## config.mk

```make
export PLATFORM = sky130hd
export DESIGN_NAME = direct_line_rasterizer_unit
export DESIGN_NICKNAME = d
export VERILOG_FILES = /design/src/hw/rtl/dlr_pkg.sv /design/src/hw/rtl/direct_line_rasterizer_unit.sv /design/src/hw/rtl/dlr_front.sv /design/src/hw/rtl/dlr_queue.sv /design/src/hw/rtl/dlr_back.sv
export SDC_FILE = /design/constraint.sdc
export NUM_CORES = 1
export LEC_CHECK = 0
export BUFFER_PORTS_ARGS = -buffer_cell sky130_fd_sc_hd__buf_2
export CELL_PAD_IN_SITES_DETAIL_PLACEMENT = 1
export CELL_PAD_IN_SITES_GLOBAL_PLACEMENT = 1
export CORE_AREA = 2 2 244 246
export DETAILED_ROUTE_END_ITERATION = 12
export DIE_AREA = 0 0 246 248
export PLACE_DENSITY = 0.91
export SETUP_SLACK_MARGIN = 0.02
export SLEW_MARGIN = 30
export SYNTH_ARGS = -nofsm -noshare
export SYNTH_HDL_FRONTEND = slang
export SYNTH_HIERARCHICAL = 1
export SYNTH_SLANG_ARGS = --single-unit
```

## constraint.sdc

```tcl
create_clock -name clk -period 7.49 [get_ports clk]
set_input_delay 0.3745 -clock clk [delete_from_list [all_inputs] [get_ports clk]]
set_output_delay 0.3745 -clock clk [all_outputs]
set_load 0.005 [all_outputs]
```

## src/hw/rtl/dlr_pkg.sv

```systemverilog
package dlr_pkg;

    // Coordinate width and the widths that follow from it
    localparam int COORD_BITS  = 10;
    localparam int SW          = COORD_BITS + 1;        // signed offset / slope term
    localparam int PROD_W      = 2 * SW;                // signed product
    localparam int MAG_W       = PROD_W;                // magnitude of the rounding numerator
    localparam int QW          = COORD_BITS + 1;        // quotient bits, divider steps
    localparam int CNT_W       = $clog2(QW);

    // Word queue between front and back
    localparam int QUEUE_DEPTH = 4;
    localparam int QPTR_W      = $clog2(QUEUE_DEPTH);
    localparam int QCNT_W      = $clog2(QUEUE_DEPTH + 1);

    // Input function codes
    localparam logic FUNC_START = 1'b0;
    localparam logic FUNC_TICK  = 1'b1;

    typedef enum logic
    {
        STEP_X = 1'b0,
        STEP_Y = 1'b1
    } step_mode_t;

    // One word of work handed from the front to the back
    typedef struct packed
    {
        logic                          interp;  // needs the interpolation unit
        step_mode_t                    mode;
        logic                          valid;
        logic [COORD_BITS-1:0]         x;
        logic [COORD_BITS-1:0]         y;
        logic                          last;
        logic [COORD_BITS-1:0]         base;
        logic signed [SW-1:0]          diff;
        logic signed [SW-1:0]          num;
        logic [COORD_BITS-1:0]         dabs;
    } job_t;

endpackage

```

## src/hw/rtl/direct_line_rasterizer_unit.sv

```systemverilog
// Direct slope-intercept line rasterizer.
// Input channel (push/full): a word with func = start carries both endpoints
// and yields the first endpoint; a word with func = tick yields the next pixel
// of the line, the second endpoint last with last_pixel set, and pixel_valid
// low once no line is in progress. A start word drops any line in progress.
// Result channel (empty/pop): the oldest result word sits on the pixel ports
// while empty is low and leaves on pop.
// The front takes one input word per cycle into a four-word queue while full
// is low. Start words, endpoint words and idle ticks pass through the queue
// and are registered into the result word. An interior pixel passes through a
// take cycle, a multiply, a load cycle, an 11-step restoring divide
// (COORD_BITS + 1 steps) and a result cycle; the back takes no new word until
// that pixel's result is written.
// When the receiver stalls the result word holds, the back stops after its
// current pixel, the queue fills and full rises.
// Reset clears the line state, the queue and the result slot: empty is high
// and no line is in progress.
module direct_line_rasterizer_unit
(
    input  logic                             clk,
    input  logic                             rst_n,
    input  logic                             push,
    output logic                             full,
    input  logic                             func,
    input  logic [dlr_pkg::COORD_BITS-1:0]   start_x,
    input  logic [dlr_pkg::COORD_BITS-1:0]   start_y,
    input  logic [dlr_pkg::COORD_BITS-1:0]   end_x,
    input  logic [dlr_pkg::COORD_BITS-1:0]   end_y,
    output logic                             empty,
    input  logic                             pop,
    output logic                             pixel_valid,
    output logic [dlr_pkg::COORD_BITS-1:0]   pixel_x,
    output logic [dlr_pkg::COORD_BITS-1:0]   pixel_y,
    output logic                             last_pixel
);
    import dlr_pkg::*;

    logic  accept;
    logic  q_empty, job_take;
    job_t  front_job, back_job;

    assign accept = push && !full;

    dlr_front u_front
    (
        .clk     (clk),
        .rst_n   (rst_n),
        .accept  (accept),
        .func    (func),
        .start_x (start_x),
        .start_y (start_y),
        .end_x   (end_x),
        .end_y   (end_y),
        .job     (front_job)
    );

    dlr_queue u_queue
    (
        .clk     (clk),
        .rst_n   (rst_n),
        .wr_en   (accept),
        .wr_job  (front_job),
        .rd_en   (job_take),
        .rd_job  (back_job),
        .q_full  (full),
        .q_empty (q_empty)
    );

    dlr_back u_back
    (
        .clk         (clk),
        .rst_n       (rst_n),
        .job         (back_job),
        .job_avail   (!q_empty),
        .job_take    (job_take),
        .empty       (empty),
        .pop         (pop),
        .pixel_valid (pixel_valid),
        .pixel_x     (pixel_x),
        .pixel_y     (pixel_y),
        .last_pixel  (last_pixel)
    );

endmodule

```

## src/hw/rtl/dlr_front.sv

```systemverilog
module dlr_front
(
    input  logic                             clk,
    input  logic                             rst_n,
    input  logic                             accept,
    input  logic                             func,
    input  logic [dlr_pkg::COORD_BITS-1:0]   start_x,
    input  logic [dlr_pkg::COORD_BITS-1:0]   start_y,
    input  logic [dlr_pkg::COORD_BITS-1:0]   end_x,
    input  logic [dlr_pkg::COORD_BITS-1:0]   end_y,
    output dlr_pkg::job_t                    job
);
    import dlr_pkg::*;

    logic                    active_reg, active_next;
    step_mode_t              mode_reg, mode_next;
    logic [SW-1:0]           pos_reg, pos_next;
    logic [COORD_BITS-1:0]   limit_reg, limit_next;
    logic [COORD_BITS-1:0]   x2_reg, x2_next;
    logic [COORD_BITS-1:0]   y2_reg, y2_next;
    logic [COORD_BITS-1:0]   base_reg, base_next;
    logic [COORD_BITS-1:0]   t0_reg, t0_next;
    logic signed [SW-1:0]    num_reg, num_next;
    logic [COORD_BITS-1:0]   dabs_reg, dabs_next;

    logic signed [SW-1:0]    dx, dy, ndx, ndy, num_raw, den_raw;
    logic [SW-1:0]           adx_w, ady_w, aden_w;
    logic [COORD_BITS-1:0]   adx, ady, lo, hi;
    step_mode_t              mode_new;

    // Classify the line from its endpoints
    always_comb
    begin
        dx     = $signed({1'b0, end_x} - {1'b0, start_x});
        dy     = $signed({1'b0, end_y} - {1'b0, start_y});
        ndx    = -dx;
        ndy    = -dy;
        adx_w  = dx[SW-1] ? ndx : dx;
        ady_w  = dy[SW-1] ? ndy : dy;
        adx    = adx_w[COORD_BITS-1:0];
        ady    = ady_w[COORD_BITS-1:0];
        if ((dx != '0) && (ady <= adx))
        begin
            mode_new = STEP_X;
            lo       = (start_x < end_x) ? start_x : end_x;
            hi       = (start_x < end_x) ? end_x : start_x;
            num_raw  = dy;
            den_raw  = dx;
        end
        else
        begin
            mode_new = STEP_Y;
            lo       = (start_y < end_y) ? start_y : end_y;
            hi       = (start_y < end_y) ? end_y : start_y;
            num_raw  = dx;
            den_raw  = dy;
        end
        aden_w = den_raw[SW-1] ? -den_raw : den_raw;
    end

    // Advance the line state and build the word for the back
    always_comb
    begin
        active_next = active_reg;
        mode_next   = mode_reg;
        pos_next    = pos_reg;
        limit_next  = limit_reg;
        x2_next     = x2_reg;
        y2_next     = y2_reg;
        base_next   = base_reg;
        t0_next     = t0_reg;
        num_next    = num_reg;
        dabs_next   = dabs_reg;

        job.interp  = 1'b0;
        job.mode    = mode_reg;
        job.valid   = 1'b0;
        job.x       = '0;
        job.y       = '0;
        job.last    = 1'b0;
        job.base    = base_reg;
        job.diff    = $signed({1'b0, pos_reg[COORD_BITS-1:0]} - {1'b0, t0_reg});
        job.num     = num_reg;
        job.dabs    = dabs_reg;

        if (func == FUNC_START)
        begin
            active_next = 1'b1;
            mode_next   = mode_new;
            pos_next    = {1'b0, lo} + SW'(1);
            limit_next  = hi;
            x2_next     = end_x;
            y2_next     = end_y;
            base_next   = (mode_new == STEP_X) ? start_y : start_x;
            t0_next     = (mode_new == STEP_X) ? start_x : start_y;
            num_next    = den_raw[SW-1] ? -num_raw : num_raw;
            dabs_next   = aden_w[COORD_BITS-1:0];
            job.valid   = 1'b1;
            job.x       = start_x;
            job.y       = start_y;
        end
        else if (active_reg)
        begin
            if (pos_reg < {1'b0, limit_reg})
            begin
                job.interp = 1'b1;
                job.valid  = 1'b1;
                job.x      = pos_reg[COORD_BITS-1:0];
                job.y      = pos_reg[COORD_BITS-1:0];
                pos_next   = pos_reg + SW'(1);
            end
            else
            begin
                job.valid   = 1'b1;
                job.x       = x2_reg;
                job.y       = y2_reg;
                job.last    = 1'b1;
                active_next = 1'b0;
            end
        end
    end

    // Hold the line state
    always_ff @(posedge clk or negedge rst_n)
    begin
        if (!rst_n)
        begin
            active_reg <= 1'b0;
            mode_reg   <= STEP_X;
            pos_reg    <= '0;
            limit_reg  <= '0;
            x2_reg     <= '0;
            y2_reg     <= '0;
            base_reg   <= '0;
            t0_reg     <= '0;
            num_reg    <= '0;
            dabs_reg   <= '0;
        end
        else if (accept)
        begin
            active_reg <= active_next;
            mode_reg   <= mode_next;
            pos_reg    <= pos_next;
            limit_reg  <= limit_next;
            x2_reg     <= x2_next;
            y2_reg     <= y2_next;
            base_reg   <= base_next;
            t0_reg     <= t0_next;
            num_reg    <= num_next;
            dabs_reg   <= dabs_next;
        end
    end

endmodule

```

## src/hw/rtl/dlr_queue.sv

```systemverilog
module dlr_queue
(
    input  logic            clk,
    input  logic            rst_n,
    input  logic            wr_en,
    input  dlr_pkg::job_t   wr_job,
    input  logic            rd_en,
    output dlr_pkg::job_t   rd_job,
    output logic            q_full,
    output logic            q_empty
);
    import dlr_pkg::*;

    job_t               mem_reg [QUEUE_DEPTH];
    logic [QPTR_W-1:0]  wr_ptr_reg, rd_ptr_reg;
    logic [QCNT_W-1:0]  cnt_reg, cnt_next;
    logic               do_wr, do_rd;

    assign q_full  = (cnt_reg == QCNT_W'(QUEUE_DEPTH));
    assign q_empty = (cnt_reg == '0);
    assign do_wr   = wr_en && !q_full;
    assign do_rd   = rd_en && !q_empty;
    assign rd_job  = mem_reg[rd_ptr_reg];

    always_comb
    begin
        cnt_next = cnt_reg;
        if (do_wr && !do_rd)
        begin
            cnt_next = cnt_reg + QCNT_W'(1);
        end
        else if (do_rd && !do_wr)
        begin
            cnt_next = cnt_reg - QCNT_W'(1);
        end
    end

    // Advance pointers and fill level
    always_ff @(posedge clk or negedge rst_n)
    begin
        if (!rst_n)
        begin
            wr_ptr_reg <= '0;
            rd_ptr_reg <= '0;
            cnt_reg    <= '0;
        end
        else
        begin
            if (do_wr)
            begin
                wr_ptr_reg <= wr_ptr_reg + QPTR_W'(1);
            end
            if (do_rd)
            begin
                rd_ptr_reg <= rd_ptr_reg + QPTR_W'(1);
            end
            cnt_reg <= cnt_next;
        end
    end

    // Store the incoming word
    always_ff @(posedge clk)
    begin
        if (do_wr)
        begin
            mem_reg[wr_ptr_reg] <= wr_job;
        end
    end

endmodule

```

## src/hw/rtl/dlr_back.sv

```systemverilog
module dlr_back
(
    input  logic                             clk,
    input  logic                             rst_n,
    input  dlr_pkg::job_t                    job,
    input  logic                             job_avail,
    output logic                             job_take,
    output logic                             empty,
    input  logic                             pop,
    output logic                             pixel_valid,
    output logic [dlr_pkg::COORD_BITS-1:0]   pixel_x,
    output logic [dlr_pkg::COORD_BITS-1:0]   pixel_y,
    output logic                             last_pixel
);
    import dlr_pkg::*;

    typedef enum logic [4:0]
    {
        S_IDLE = 5'b00001,
        S_MUL  = 5'b00010,
        S_LOAD = 5'b00100,
        S_DIV  = 5'b01000,
        S_DONE = 5'b10000
    } back_state_t;

    back_state_t              state_reg, state_next;
    logic [CNT_W-1:0]         cnt_reg, cnt_next;
    logic                     out_valid_reg, out_valid_next;

    // Operand and datapath registers
    step_mode_t               mode_reg;
    logic [COORD_BITS-1:0]    step_reg;
    logic [COORD_BITS-1:0]    base_reg;
    logic signed [SW-1:0]     diff_reg;
    logic signed [SW-1:0]     num_reg;
    logic [COORD_BITS-1:0]    dabs_reg;
    logic signed [PROD_W-1:0] prod_reg;
    logic                     neg_reg;
    logic [QW-1:0]            rem_reg;
    logic [QW-1:0]            dq_reg;

    // Result word register
    logic                     pix_valid_reg;
    logic [COORD_BITS-1:0]    pix_x_reg, pix_y_reg;
    logic                     last_reg;

    logic                     out_free;
    logic                     take_direct, take_interp, write_done;
    logic signed [PROD_W:0]   a_val, a_neg;
    logic [PROD_W:0]          a_mag;
    logic [QW-1:0]            divisor;
    logic [QW:0]              trial;
    logic                     ge;
    logic [QW-1:0]            rem_step;
    logic [COORD_BITS+1:0]    q_ext, q_signed, coord_sum;
    logic [COORD_BITS-1:0]    coord;

    assign out_free    = !out_valid_reg || pop;
    assign take_direct = (state_reg == S_IDLE) && job_avail && !job.interp && out_free;
    assign take_interp = (state_reg == S_IDLE) && job_avail && job.interp;
    assign job_take    = take_direct || take_interp;
    assign write_done  = (state_reg == S_DONE) && out_free;

    // Rounding numerator 2*n + d and its magnitude
    always_comb
    begin
        a_val = $signed({prod_reg, 1'b0})
              + $signed({{(PROD_W + 1 - COORD_BITS){1'b0}}, dabs_reg});
        a_neg = -a_val;
        a_mag = a_val[PROD_W] ? a_neg : a_val;
    end

    // One restoring divider step
    always_comb
    begin
        divisor  = {dabs_reg, 1'b0};
        trial    = {rem_reg, dq_reg[QW-1]};
        ge       = (trial >= {1'b0, divisor});
        rem_step = ge ? QW'(trial - {1'b0, divisor}) : trial[QW-1:0];
    end

    // Signed floor quotient added to the base coordinate
    always_comb
    begin
        q_ext     = {1'b0, dq_reg};
        q_signed  = neg_reg ? ((COORD_BITS + 2)'(0) - q_ext
                               - (COORD_BITS + 2)'(rem_reg != '0))
                            : q_ext;
        coord_sum = {2'b00, base_reg} + q_signed;
        coord     = coord_sum[COORD_BITS-1:0];
    end

    // Sequence the interpolation unit
    always_comb
    begin
        state_next = state_reg;
        cnt_next   = cnt_reg;
        case (state_reg)
            S_IDLE:
            begin
                if (take_interp)
                begin
                    state_next = S_MUL;
                end
            end
            S_MUL:
            begin
                state_next = S_LOAD;
            end
            S_LOAD:
            begin
                state_next = S_DIV;
                cnt_next   = CNT_W'(QW - 1);
            end
            S_DIV:
            begin
                cnt_next = cnt_reg - CNT_W'(1);
                if (cnt_reg == '0)
                begin
                    state_next = S_DONE;
                end
            end
            S_DONE:
            begin
                if (out_free)
                begin
                    state_next = S_IDLE;
                end
            end
            default:
            begin
                state_next = S_IDLE;
            end
        endcase
    end

    // Output slot occupancy
    always_comb
    begin
        out_valid_next = out_valid_reg;
        if (pop && out_valid_reg)
        begin
            out_valid_next = 1'b0;
        end
        if (take_direct || write_done)
        begin
            out_valid_next = 1'b1;
        end
    end

    always_ff @(posedge clk or negedge rst_n)
    begin
        if (!rst_n)
        begin
            state_reg     <= S_IDLE;
            cnt_reg       <= '0;
            out_valid_reg <= 1'b0;
        end
        else
        begin
            state_reg     <= state_next;
            cnt_reg       <= cnt_next;
            out_valid_reg <= out_valid_next;
        end
    end

    // Datapath: latch operands, multiply, load and run the divider
    always_ff @(posedge clk)
    begin
        if (take_interp)
        begin
            mode_reg <= job.mode;
            step_reg <= (job.mode == STEP_X) ? job.x : job.y;
            base_reg <= job.base;
            diff_reg <= job.diff;
            num_reg  <= job.num;
            dabs_reg <= job.dabs;
        end
        if (state_reg == S_MUL)
        begin
            prod_reg <= diff_reg * num_reg;
        end
        if (state_reg == S_LOAD)
        begin
            neg_reg <= a_val[PROD_W];
            rem_reg <= a_mag[MAG_W-1:QW];
            dq_reg  <= a_mag[QW-1:0];
        end
        if (state_reg == S_DIV)
        begin
            rem_reg <= rem_step;
            dq_reg  <= {dq_reg[QW-2:0], ge};
        end
    end

    // Load the result word
    always_ff @(posedge clk)
    begin
        if (take_direct)
        begin
            pix_valid_reg <= job.valid;
            pix_x_reg     <= job.x;
            pix_y_reg     <= job.y;
            last_reg      <= job.last;
        end
        else if (write_done)
        begin
            pix_valid_reg <= 1'b1;
            pix_x_reg     <= (mode_reg == STEP_X) ? step_reg : coord;
            pix_y_reg     <= (mode_reg == STEP_X) ? coord : step_reg;
            last_reg      <= 1'b0;
        end
    end

    assign empty       = !out_valid_reg;
    assign pixel_valid = pix_valid_reg;
    assign pixel_x     = pix_x_reg;
    assign pixel_y     = pix_y_reg;
    assign last_pixel  = last_reg;

endmodule
```

; Word-level counts from Yosys, hierarchy flattened
; Memories as Yosys holds them, arrays and structs flattened.
; Index checks and enable logic that the tools add are counted.
[totals]
memories = 1
output_inout_bits = 24
regBits = 221
inputBits = 45
mem_bits_rw = 264
[mem_list]
columns = memory, depth, word_bits, read_ports, rd_clocked_by_memory_dff, write_ports, line
row1 = u_queue.mem_reg, 4, 66, 1, 0, 1, dlr_queue.sv:14  ; job_t mem_reg [QUEUE_DEPTH];
[op_classes]
mux = 56
n_bitwise = 1
n_reduce_logical = 32
n_eq_ne = 11
multipliers = 1
order_cmp = 5
n_addsub = 20
[op_table]
columns = operator, n
row1 = $mux 10, 19
row2 = $mux 11, 11
row3 = $mux 22, 2
row4 = $sub 10x10->11, 3
row5 = $neg 10->10, 3
row6 = $pmux 5 s5, 1
row7 = $add 23x11->23, 1
row8 = $mul 11x11->22, 1
row9 = $neg 22->22, 1
row10 = $reduce_bool 11->1, 2
row11 = $mux 21, 1
row12 = $lt 10x10->1, 2
row13 = $mux 20, 1
row14 = $mux 1, 15
row15 = $mux 5, 3
row16 = $ge 12x11->1, 1
row17 = $logic_and 1x1->1, 12
row18 = $add 10x1->11 const B, 1
row19 = $add 11x1->11 const B, 1
row20 = $lt 11x10->1, 1
row21 = $neg 11->11, 1
row22 = $sub 11x11->11, 1
row23 = $add 10x10->10, 1
row24 = $le 10x10->1, 1
row25 = other kinds (23), 40

; Depth between registers and ports, before layout
[logic_depth]
ltp_word = 10
ltp_mapped = 30
ltp_nobuf = 26

; Cells and area by module
; The synthesis kept the hierarchy.
[modules_own_cells]
columns = mod, area_per_inst_um2, n_inst, cells_per_inst
row1 = dlr_back, 12513.3, 1, 1267
row2 = dlr_queue, 9962.1, 1, 381
row3 = dlr_front, 7519.7, 1, 953
row4 = direct_line_rasterizer_unit, 17.5, 1, 2

; Worst setup path after synthesis
; Ideal clock, no wire load.
[synth_path]
kind = register to register
startpoint = reg u_back.diff_reg[3]
endpoint = reg u_back.prod_reg[21] (data pin)
required_ns = 7.323
period_less_slack_ns = 5.436
arrival_ns = 5.269
stages_incl_launch_ff = 22
path_buffers = 1
setup_slack_ns = 2.054
path_cell_list = edfxtp_1 > clkbuf_1 > and2_1 > fa_1 > inv_1 > fa_1 > inv_1 > fa_1 > fa_1 > inv_1 > fa_1 > inv_1 > ha_1 > a21oi_1 > inv_1 > a21oi_1 > o21ai_0 > a31oi_1 > o21ai_0 > o41ai_1 > nor2_1 > a211oi_1
[synth_via]
elab_chain_len = 1
[synth_lines]
columns = item, line
row1 = "start, declared", dlr_back.sv:34  ; logic signed [SW-1:0] diff_reg;
row2 = "start signal, assigned", dlr_back.sv:175  ; diff_reg <= job.diff;
row3 = $mul 11x11->22, dlr_back.sv:181  ; prod_reg <= diff_reg * num_reg;
row4 = "end signal, assigned", dlr_back.sv:181
row5 = "end, declared", dlr_back.sv:37  ; logic signed [PROD_W-1:0] prod_reg;
; No other way between the ends.
; A chain may end at the register's enable or synchronous reset.

; Worst setup path in the final report
[layout_path]
startpoint = reg u_back.diff_reg[0]
endpoint = reg u_back.prod_reg[21] (data pin)
; The elaborated chain is that of the path after synthesis.

==> parameters.txt <==
Parameter                              Value

CTS
  Maximum level of the CTS H-tree    2
  Clock latency reported for the late side of the worst-skew pair    a little over 0.6 ns
  Cts repair resizes    0
  Clock tree buffer depth    3
  CTS clk-pin slew, worst paths    about 0.07 ns
  TritonCTS clock tree    done
  Cell at the root of the clock tree    sky130_fd_sc_hd__clkbuf_16
  Count of clock tree sinks    between 400 and 500
  Num CTS Buffers    between 50 and 60
  Total setup buffers inserted after CTS    0

Global routing
  Number of global-route vias before repair    around 23k
  Wire length of the first global-routing pass    ~140 mm
  Gr usage total    about 30%
  Pin count of the biggest net entering global routing    approximately 110
  Sum of overflow across all layers after global routing    0
  Antenna violations before repair    1

Drt
  Vias/cell    6.05
  Average detailed-routed wire length per instance    25.9 um
  Detailed-route DRC error count    0
  Detail Route met2 WL    approximately 46 mm
  Number of DRC markers after the initial detailed-route iteration    around 1.6k
  Routed wire length on met3    just over 4 mm
  Top routing layer in use    met5
  Drt total wl    between 80 and 90 mm
  Number of detailed-route iterations in the first pass    5
  ANT nets after route    0
  Routed via count    roughly 21k
  Total routed wire length on the met1 layer    35.8 mm

Critical path
  R2r setup slk    approximately 1.1 ns
  Worst setup path category    reg -> reg
  Launch instance of the worst register-to-register path    u_back/diff_reg[0]
  Arrival time of the worst setup path    6.79 ns
  Largest driver fanout on the critical path    11
  FF-to-FF End    u_back/prod_reg[21]
  CP Launch Type    flop
  Worst EP required    roughly 8 ns
  Crit. End Element    flop
  Number of cells traversed by the worst register-to-register path    19

Timing
  Slack of the critical path    1.11 ns
  Unrepaired setup endpoints after global routing    false
  Final clock period utilization by the worst path    about 85%
  Worst Max-Slew Pin Slew    between 0.9 and 1 ns
  Final clock skew    approximately 0.04 ns
  Peak clock frequency supported by timing    ~160 MHz
  Total of endpoints with negative setup slack in the final report    0
  Sum Neg Setup Slack    0 ns
  Relative slew slack    roughly 33%
  Final hold vios    0
  Final max-slew violation count    0
  Clock period minus worst slack    6.38 ns

Yosys
  Synthesized area per cell    11.5 sq um
  Synth top area cells    sky130_fd_sc_hd__edfxtp_1 38%, sky130_fd_sc_hd__dfrtp_1 8.3%, sky130_fd_sc_hd__fa_1 8.3%, sky130_fd_sc_hd__ha_1 6.2%, sky130_fd_sc_hd__mux4_2 5.0%
  Syn nets    just under 3k
  Simple-gate share of the synthesized area    between 10% and 20%
  Largest family of logic cells by synthesized area    adder cells
  Synthesized-area fraction occupied by adder cells    14.4%
  Predominant post-synthesis flop cell    sky130_fd_sc_hd__edfxtp_1
  Share of the synthesized area in the top cell type    about two fifths
  Number of enable flip-flop cells after synthesis    ~380
  Combined area of all synthesized cells    approximately 30000 sq um
  Unique masters post-synth    97
  Fraction of synthesis flops using an asynchronous set or reset pin    approximately a fifth
  Sequential-to-total area share from yosys stat    a little under half
  Count of yosys warnings during synthesis    6
  Cell type with the largest total area after synthesis    sky130_fd_sc_hd__edfxtp_1
  Xor and xnor fraction of the mapped netlist area    just over 4%
  Number of flip-flops and latches in the synthesized netlist    approximately 490
  Multiplexer fraction of the synthesized cell area    9.11%
  Cell with the most instances after synthesis    sky130_fd_sc_hd__edfxtp_1
  Post-synthesis instance total    approximately 2.6k
  Complex-gate fraction of the synthesized area    around a tenth
  List of most frequent post-synthesis cells    384 x sky130_fd_sc_hd__edfxtp_1, 276 x sky130_fd_sc_hd__inv_1, 257 x sky130_fd_sc_hd__nand2_1, 148 x sky130_fd_sc_hd__ha_1, 144 x sky130_fd_sc_hd__nor2_1

Final layout
  Sequential standard cell area    14100 sq um
  ANT cells    0
  Number of flip-flops under the largest register name    about 260
  Count of filler cells inserted in the layout    around 6k
  Total number of nets in the final design    between 2k and 3k
  Syn-to-layout area delta    9.09%
  Area occupied by multi-input gates    roughly 14000 sq um
  Number of non-filler instances in the completed layout    3450
  Fraction of final layout cells sized beyond drive strength 1    around an eighth

Place
  Final HPWL from detailed placement    around 65 mm
  Number of buffers added on ports    just under 70
  Number of instances in the placed design    approximately 3.4k
  Routability Congestion    between 0.9 and 1
  Pre-CTS setup slack    about 1.2 ns

Die
  Total core area    between 50000 and 60000 sq um
  Area of the die    61000 sq um
  Cell Rows    89
  Count of boundary I/O pins    69
  Initial core utilization    about half
  Die H    approximately 250 um
  Floorplan die width    around 250 um

Run
  Max_cap viols    0

Worst hold path
  Hold path cells    3
  Worst hold path startpoint    end_x[3]
  Endpoint with the worst hold slack    u_front/x2_reg[3]
  HP Class    in -> reg

Run status
  Status    finished clean
==> cells by family (layout without fill, tap and decap cells) <==
logic type / count (synthesis) / count (layout)
compound gates: 468 / 468
mux: 186 / 186
fa+ha+maj: 272 / 272
simple gates: 661 / 661
xor+xnor: 139 / 139
buf+inv: 392 / 466
flops: 485 / 485
==> repair_timing <==
action | 4_1_cts | 5_1_grt
endpoints found under the hold margin | 39 | 0
hold buffers | 1 | 0
endpoints found under the setup margin | 0 | 0
==> metrics by stage <==
step	utilization (%)	hold WS, ns	area [sq um]
after global placement	53.0	0.403	31000
after floorplan	-	0.0789	30000
final	56.0	0.0293	32700
after detailed placement	53.0	0.419	31000
after global routing	56.0	0.0451	32700
after CTS	56.0	0.00614	32700
==> worst max path at each step <==
stage,from,endpoint,cells past startpoint
after global placement,end_x[0],u_front/pos_reg[8],23
after floorplan,u_back/diff_reg[3],u_back/prod_reg[21],21
after global routing,u_back/diff_reg[0],u_back/prod_reg[21],19
final,u_back/diff_reg[0],u_back/prod_reg[21],19
after CTS,u_back/diff_reg[0],u_back/prod_reg[21],19
after detailed placement,u_back/diff_reg[0],u_back/prod_reg[21],19
==> layer usage <==
metal	track usage (%)	up-vias
met5	0	-
met4	11.2	2
met3	3.43	191
met2	53.4	684
met1	37.0	10765
li1	-	9217
==> area by class of cell <==
type | count | area share [%]
clock buffer | 63 | 4.10
tap | 773 | 2.95
timing repair buffer | 94 | 1.67
clock inverter | 32 | 1.14
sequential | 485 | 43.0
multi-input combinational | 1726 | 44.0
inverter | 277 | 3.18
==> critical path, cell delays in order, from the launching register on <==
cell	delay [ns]
sky130_fd_sc_hd__edfxtp_1	0.59
sky130_fd_sc_hd__nand2b_1	0.26
sky130_fd_sc_hd__fa_1	0.53
sky130_fd_sc_hd__fa_1	0.55
sky130_fd_sc_hd__inv_1	0.06
sky130_fd_sc_hd__fa_1	0.51
sky130_fd_sc_hd__fa_1	0.57
sky130_fd_sc_hd__inv_1	0.06
sky130_fd_sc_hd__fa_1	0.56
sky130_fd_sc_hd__inv_1	0.08
sky130_fd_sc_hd__ha_1	0.38
sky130_fd_sc_hd__a21oi_1	0.22
sky130_fd_sc_hd__inv_1	0.10
sky130_fd_sc_hd__a21oi_1	0.22
sky130_fd_sc_hd__o21ai_0	0.18
sky130_fd_sc_hd__a31oi_1	0.28
sky130_fd_sc_hd__o21ai_0	0.20
sky130_fd_sc_hd__o41ai_1	0.56
sky130_fd_sc_hd__nor2_1	0.11
sky130_fd_sc_hd__a211oi_1	0.18
==> layout by cell type, fill, tap and decap left out, types with 6 or more instances in the layout <==
| master | netlist | layout |
|---|---|---|
| sky130_fd_sc_hd__a211o_1 | 6 | 6 |
| sky130_fd_sc_hd__a211oi_1 | 16 | 15 |
| sky130_fd_sc_hd__a21o_1 | 27 | 27 |
| sky130_fd_sc_hd__a21oi_1 | 134 | 134 |
| sky130_fd_sc_hd__a31oi_1 | 11 | 11 |
| sky130_fd_sc_hd__and2_1 | 68 | 64 |
| sky130_fd_sc_hd__and3_1 | 13 | 13 |
| sky130_fd_sc_hd__buf_2 | 23 | 67 |
| sky130_fd_sc_hd__buf_4 | 6 | 24 |
| sky130_fd_sc_hd__bufinv_16 | 0 | 6 |
| sky130_fd_sc_hd__clkbuf_1 | 72 | 11 |
| sky130_fd_sc_hd__clkbuf_16 | 0 | 52 |
| sky130_fd_sc_hd__clkinv_2 | 0 | 8 |
| sky130_fd_sc_hd__dfrtp_1 | 100 | 98 |
| sky130_fd_sc_hd__edfxtp_1 | 384 | 384 |
| sky130_fd_sc_hd__fa_1 | 124 | 124 |
| sky130_fd_sc_hd__ha_1 | 148 | 148 |
| sky130_fd_sc_hd__inv_1 | 276 | 276 |
| sky130_fd_sc_hd__mux2_2 | 33 | 33 |
| sky130_fd_sc_hd__mux2i_1 | 86 | 86 |
| sky130_fd_sc_hd__mux4_2 | 66 | 66 |
| sky130_fd_sc_hd__nand2_1 | 257 | 256 |
| sky130_fd_sc_hd__nand2b_1 | 18 | 17 |
| sky130_fd_sc_hd__nand3_1 | 29 | 29 |
| sky130_fd_sc_hd__nand4_1 | 14 | 14 |
| sky130_fd_sc_hd__nor2_1 | 144 | 143 |
| sky130_fd_sc_hd__nor2b_1 | 23 | 23 |
| sky130_fd_sc_hd__nor3_1 | 33 | 32 |
| sky130_fd_sc_hd__nor3b_1 | 7 | 7 |
| sky130_fd_sc_hd__nor4_1 | 6 | 6 |
| sky130_fd_sc_hd__o211ai_1 | 12 | 12 |
| sky130_fd_sc_hd__o21a_1 | 13 | 13 |
| sky130_fd_sc_hd__o21ai_0 | 138 | 137 |
| sky130_fd_sc_hd__o21ai_1 | 23 | 23 |
| sky130_fd_sc_hd__o21bai_1 | 11 | 11 |
| sky130_fd_sc_hd__o22ai_1 | 20 | 20 |
| sky130_fd_sc_hd__o31ai_1 | 7 | 7 |
| sky130_fd_sc_hd__or3_1 | 13 | 13 |
| sky130_fd_sc_hd__xnor2_1 | 90 | 90 |
| sky130_fd_sc_hd__xor2_1 | 49 | 49 |
Power is left out: the tool's default activity adds up to more than one toggle a clock period on the data nets, which glitch-free logic cannot reach.
